$ cat src/sv/mie_pkg.sv
// Shared types and constants for the MIPS32 integer execute block.
`timescale 1ns / 1ps
package mie_pkg;

  localparam int DMEM_WORDS_DEF = 1024;
  localparam logic [31:0] PC_START_RST  = 32'h0040_0000;
  localparam logic [31:0] DATA_BASE_RST = 32'h1000_0000;
  localparam logic [4:0]  RA_IDX = 5'd31;

  // configuration register indexes
  localparam logic CFG_PC_START  = 1'b0;
  localparam logic CFG_DATA_BASE = 1'b1;

  // item op codes
  localparam logic OP_EXEC    = 1'b0;
  localparam logic OP_PRELOAD = 1'b1;

  // primary opcodes
  localparam logic [5:0] OPC_SPECIAL = 6'h00;
  localparam logic [5:0] OPC_REGIMM  = 6'h01;
  localparam logic [5:0] OPC_J       = 6'h02;
  localparam logic [5:0] OPC_JAL     = 6'h03;
  localparam logic [5:0] OPC_BEQ     = 6'h04;
  localparam logic [5:0] OPC_BNE     = 6'h05;
  localparam logic [5:0] OPC_BLEZ    = 6'h06;
  localparam logic [5:0] OPC_BGTZ    = 6'h07;
  localparam logic [5:0] OPC_ADDI    = 6'h08;
  localparam logic [5:0] OPC_ADDIU   = 6'h09;
  localparam logic [5:0] OPC_SLTI    = 6'h0A;
  localparam logic [5:0] OPC_SLTIU   = 6'h0B;
  localparam logic [5:0] OPC_ANDI    = 6'h0C;
  localparam logic [5:0] OPC_ORI     = 6'h0D;
  localparam logic [5:0] OPC_XORI    = 6'h0E;
  localparam logic [5:0] OPC_LUI     = 6'h0F;
  localparam logic [5:0] OPC_LB      = 6'h20;
  localparam logic [5:0] OPC_LH      = 6'h21;
  localparam logic [5:0] OPC_LW      = 6'h23;
  localparam logic [5:0] OPC_LBU     = 6'h24;
  localparam logic [5:0] OPC_LHU     = 6'h25;
  localparam logic [5:0] OPC_SB      = 6'h28;
  localparam logic [5:0] OPC_SH      = 6'h29;
  localparam logic [5:0] OPC_SW      = 6'h2B;

  // SPECIAL funct codes
  localparam logic [5:0] FN_SLL   = 6'h00;
  localparam logic [5:0] FN_SRL   = 6'h02;
  localparam logic [5:0] FN_SRA   = 6'h03;
  localparam logic [5:0] FN_SLLV  = 6'h04;
  localparam logic [5:0] FN_SRLV  = 6'h06;
  localparam logic [5:0] FN_SRAV  = 6'h07;
  localparam logic [5:0] FN_MFHI  = 6'h10;
  localparam logic [5:0] FN_MTHI  = 6'h11;
  localparam logic [5:0] FN_MFLO  = 6'h12;
  localparam logic [5:0] FN_MTLO  = 6'h13;
  localparam logic [5:0] FN_MULT  = 6'h18;
  localparam logic [5:0] FN_MULTU = 6'h19;
  localparam logic [5:0] FN_DIV   = 6'h1A;
  localparam logic [5:0] FN_DIVU  = 6'h1B;
  localparam logic [5:0] FN_ADD   = 6'h20;
  localparam logic [5:0] FN_ADDU  = 6'h21;
  localparam logic [5:0] FN_SUB   = 6'h22;
  localparam logic [5:0] FN_SUBU  = 6'h23;
  localparam logic [5:0] FN_AND   = 6'h24;
  localparam logic [5:0] FN_OR    = 6'h25;
  localparam logic [5:0] FN_XOR   = 6'h26;
  localparam logic [5:0] FN_NOR   = 6'h27;
  localparam logic [5:0] FN_SLT   = 6'h2A;
  localparam logic [5:0] FN_SLTU  = 6'h2B;

  typedef enum logic [1:0] {
    ST_OK    = 2'd0,
    ST_UNSUP = 2'd1,
    ST_DIVZ  = 2'd2,
    ST_ADDR  = 2'd3
  } status_t;

  typedef enum logic [3:0] {
    CL_ALU, CL_SHIFT, CL_MFHI, CL_MFLO, CL_MTHI, CL_MTLO, CL_MULT, CL_DIV,
    CL_JUMP, CL_BRANCH, CL_IMM, CL_LOAD, CL_STORE, CL_PRELOAD, CL_UNSUP
  } iclass_t;

  typedef struct packed {
    iclass_t     cls;
    logic [31:0] instr;
    logic [31:0] mem_addr;
    logic [31:0] mem_data;
  } qitem_t;

endpackage

$ cat src/sv/mie_front.sv
// Front end: accepts items, classifies them and holds them in a two-entry queue.
`timescale 1ns / 1ps
module mie_front (
  input  logic             clk,
  input  logic             rst,
  input  logic             push,
  output logic             full,
  input  logic             op,
  input  logic [31:0]      instr,
  input  logic [31:0]      mem_addr,
  input  logic [31:0]      mem_data,
  input  logic             busy,
  output logic             q_valid,
  input  logic             q_pop,
  output mie_pkg::qitem_t  q_item
);
  import mie_pkg::*;

  qitem_t     slots [2];
  logic       wr_ptr;
  logic       rd_ptr;
  logic [1:0] count;
  logic       accept;
  iclass_t    cls;
  logic [5:0] opc;
  logic [5:0] fn;
  logic [4:0] rt;

  assign opc = instr[31:26];
  assign fn  = instr[5:0];
  assign rt  = instr[20:16];

  always_comb begin
    cls = CL_UNSUP;
    if (op == OP_PRELOAD) begin
      cls = CL_PRELOAD;
    end else begin
      case (opc)
        OPC_SPECIAL: begin
          case (fn)
            FN_ADD, FN_ADDU, FN_SUB, FN_SUBU, FN_AND, FN_OR, FN_XOR, FN_NOR,
            FN_SLT, FN_SLTU: cls = CL_ALU;
            FN_SLL, FN_SRL, FN_SRA, FN_SLLV, FN_SRLV, FN_SRAV: cls = CL_SHIFT;
            FN_MFHI: cls = CL_MFHI;
            FN_MFLO: cls = CL_MFLO;
            FN_MTHI: cls = CL_MTHI;
            FN_MTLO: cls = CL_MTLO;
            FN_MULT, FN_MULTU: cls = CL_MULT;
            FN_DIV, FN_DIVU: cls = CL_DIV;
            default: cls = CL_UNSUP;
          endcase
        end
        OPC_REGIMM: cls = (rt inside {5'd0, 5'd1}) ? CL_BRANCH : CL_UNSUP;
        OPC_J, OPC_JAL: cls = CL_JUMP;
        OPC_BEQ, OPC_BNE, OPC_BLEZ, OPC_BGTZ: cls = CL_BRANCH;
        OPC_ADDI, OPC_ADDIU, OPC_SLTI, OPC_SLTIU, OPC_ANDI, OPC_ORI, OPC_XORI,
        OPC_LUI: cls = CL_IMM;
        OPC_LB, OPC_LH, OPC_LW, OPC_LBU, OPC_LHU: cls = CL_LOAD;
        OPC_SB, OPC_SH, OPC_SW: cls = CL_STORE;
        default: cls = CL_UNSUP;
      endcase
    end
  end

  assign full    = (count == 2'd2) || busy;
  assign accept  = push && !full;
  assign q_valid = (count != 2'd0);
  assign q_item  = slots[rd_ptr];

  always_ff @(posedge clk) begin
    if (accept) begin
      slots[wr_ptr] <= '{cls: cls, instr: instr, mem_addr: mem_addr, mem_data: mem_data};
    end
  end

  always_ff @(posedge clk) begin
    if (rst) begin
      wr_ptr <= 1'b0;
      rd_ptr <= 1'b0;
      count  <= 2'd0;
    end else begin
      if (accept) begin
        wr_ptr <= !wr_ptr;
      end
      if (q_pop && q_valid) begin
        rd_ptr <= !rd_ptr;
      end
      count <= count + 2'(accept) - 2'(q_pop && q_valid);
    end
  end
endmodule

$ cat config.mk
export PLATFORM = sky130hd
export DESIGN_NAME = mie_front
export DESIGN_NICKNAME = d
export VERILOG_FILES = /design/src/sv/mie_pkg.sv /design/src/sv/mie_front.sv
export SDC_FILE = /design/constraint.sdc
export NUM_CORES = 1
export LEC_CHECK = 0
export BUFFER_PORTS_ARGS = -buffer_cell sky130_fd_sc_hd__buf_2
export CORE_MARGIN = 2
export CORE_UTILIZATION = 40
export DETAILED_ROUTE_END_ITERATION = 12
export HOLD_SLACK_MARGIN = 0.08
export MAX_ROUTING_LAYER = met4
export PLACE_DENSITY = 0.66
export SLEW_MARGIN = 20
export SYNTH_ARGS = -nofsm -noshare
export SYNTH_HDL_FRONTEND = slang
export SYNTH_SLANG_ARGS = --single-unit
$ cat constraint.sdc
create_clock -name clk -period 5.48 [get_ports clk]
set_input_delay 0.548 -clock clk [delete_from_list [all_inputs] [get_ports clk]]
set_output_delay 0.548 -clock clk [all_outputs]
set_load 0.01 [all_outputs]
==> results.md <==
- Power Internal: between 3 and 4 mW
- Combinational power share: 19.5%
- Synthesized area per cell: between 20 and 25 sq um
- Crit path capture type: output port
- Clk Latency, worst-skew pair: roughly 0.49 ns
- Mapped Area: between 7000 and 8000 sq um
- CP Max Fanout: 57
- First-pass GRT wire length: 22710 microns
- Top FF cell, synth: edfxtp_1
- Number of synthesized flops with an enable pin: 200
- DP Wirelength: slightly below 10000 microns
- VDD IR max: roughly 0.29 mV
- Worst clock skew: about 0.0045 ns
- Inst Count DP: 808
- Remaining Overflow, GRT: 0
- Relative slew slack: about half
- Sequential share of the synthesized area: between 70% and 80%
- FF+latch count, synth: just over 200
- Clock root cell: clkbuf_16
- PwrDens: about 420 nW/um^2
- Startpoint types: flip-flop
- Static Leak: between 3 and 4 nW
- DRC viols: 0
- Largest buffer count on any clock path: 3
- Layout Nets: ~700
- Final setup fails: 0
- Num rows: 50
- Worst path required time: just under 5 ns
- Syn Nets: about 480
- Final hold viol count: 0
- Outcome: complete, no violations
- Post-CTS Setup Inserts: 0
- Vias in the first global route: approximately 4500
- Layout cell share with drive strength beyond 1: 51.14%
- DR iter-0 viols: 173
- Clk sinks: slightly above 200
- Synth unique cells: 36
- Post-CTS Hold Buffers: 0
- Most common cell after layout, fill and taps aside: buf_2
- Die height: approximately 140 microns
- Initial core utilization: between 40% and 50%
- Dpl ws: 2.790 ns
- Total CTS buffers: 23
- Crit Reg-Reg Startpoint: count[0]
- I/O pin count: just over 200
- Commonest cells after routing, fill and taps aside: 203 x buf_2, 200 x edfxtp_1, 70 x mux2_2, 30 x mux2_1, 23 x clkbuf_16
- Worst-Margin Slew: ~0.77 ns
- Final setup margin: ~2.3 ns
- Fin Setup TNS: 0 ns
- Die Width: between 100 and 150 microns
- Tot GR Track Use: roughly 15%
- Core box area: between 15000 and 20000 sq um
- Min Tclk post-route: approximately 3.1 ns
- Worst flop-to-flop path endpoint: count[1]
- Hold crit path type: in2reg
- P_sw: 1.049 mW
- Antenna violations before repair: 0
- H-tree levels: 1
- Sw Ratio: between 20% and 30%
- Hold_ws: between 0.2 and 0.25 ns
- Reg2reg path depth: 8
- Via count: roughly 4200
- FILL cells: 1567
- Post-Route WL: ~15000 microns
- Flop2flop setup slack: 3.71 ns
- Synth Instances: 377
- Clk slew on worst S/H paths: roughly 0.06 ns
- Max Clock Freq: around 320 MHz
- Routability cong.: between 0.7 and 0.8
- Asr flop ratio synth: 0%
- Avg Vias per Cell: a little under 5
- Ratio of final minimum period to clock period: between 50 and 60%
- RSZ-0062 raised after global routing: false
- Crit path kind: reg2out
- Multi-input logic area: approximately 1500 sq um
- Die area: between 20000 and 25000 sq um
- WL per Instance: between 15 and 20 microns
- CP Data Arrival Time: between 2 and 3 ns
- CTS tree: done
- Synth Warn #: 0
- Sequential fraction of design power: a little under half
- Max-slew violations: 0
- Largest net degree at the start of global routing: 58
- IO buf count: 203
- PostCTS Resize Cnt: 0
- Non-Filler Instances: around 850
- Clock share of power: between 30% and 40%
- Post-route ant nets: 0
- Number of max-cap violations: 0
- Ant diodes: 0
- Area grow syn2layout: 25.71%
- CP endpoint: q_item[67]
- Drt pass-1 iters: 4
- Seq. cell area: 6110 sq um
## stage by stage
step	total power, mW	instance area [sq um]	util, %
after floorplan	2.470	7700	-
after global placement	2.774	9011	48.01
after detailed placement	2.800	9011	48.01
after CTS	4.179	9679	51.57
after global routing	4.297	9679	51.57
final	4.114	9679	51.57
## worst max-delay path: stages (launching register included)
cell and delay, ns:
dfxtp_4 0.83, buf_4 0.63, mux2_1 0.42, buf_2 0.16
## flip-flops by register name (all words and copies together), names as in the netlist, named ones only
| register | flops |
|---|---|
| wr_ptr | 1 |
| slots | 200 |
| rd_ptr | 1 |
| count | 2 |
## power groups by stage
stage                     sequential, mW  clock [mW]  combinational [mW]
after floorplan                     1.92           0               0.547
after global placement              1.98           0               0.799
after detailed placement            1.99           0               0.814
after CTS                           1.95        1.40               0.821
after global routing                1.97        1.46               0.872
final                               1.95        1.36               0.803
## worst min path at each step
stage	start	endpoint	slack (ns)	cells after the start
4_1_cts	mem_addr[5]	slots[0][37]	0.22	1
3_5_place_dp	rd_ptr	rd_ptr	0.51	2
2_1_floorplan	rd_ptr	flip-flop	0.48	2
5_1_grt	mem_addr[4]	slots[1][36]	0.22	1
6_report	instr[15]	slots[1][79]	0.24	1
3_3_place_gp	rd_ptr	rd_ptr	0.50	2
## logic make-up after synthesis
logic type	share of synthesized area [%]
adders and majority gates	0.3249
muxes	14.62
xor gates and xnor gates	0.4549
buffers and inverters	1.040
DFF	79.30
and+or+nand+nor	2.097
AOI/OAI and AO/OA	2.161
## cell usage after synthesis, types with 2 or more instances
cell        n  area, sq um
dfxtp_1     5        100.1
a211o_1     2        17.52
edfxtp_1  200         6006
o21a_1      2        15.01
a21oi_1     3        15.01
nor3_1      2        10.01
inv_2       2        7.510
ha_1        2        25.02
nand2b_1    2        12.51
mux2_1     30        337.8
mux2_2     70        788.3
o22ai_1     2        12.51
nor2_1      9        33.78
nor2b_1     3        18.77
xnor2_1     4        35.03
o21ai_0     4        20.02
buf_2      10        50.05
inv_1       5        18.77
nand2_1     3        11.26
## per-layer routing
metal  vias to the layer above  part of all wire, %  global-route usage [%]
li1                       1945                    -                       -
met1                      2043                   39                   16.47
met2                       158                   51                   25.61
met3                        33                  7.4                   3.655
met4                         0                  2.3                   4.065
met5                         -                    0                       -
## area by class of cell
class,instances,area share [%]
Sequential cell,205,63.12
Timing Repair Buffer,208,10.88
Clock buffer,26,6.063
Clock inverter,14,0.8402
Tap cell,234,3.025
Inverter,7,0.2715
Multi-Input combinational cell,154,15.80
Power figures use the tool's default switching activity.
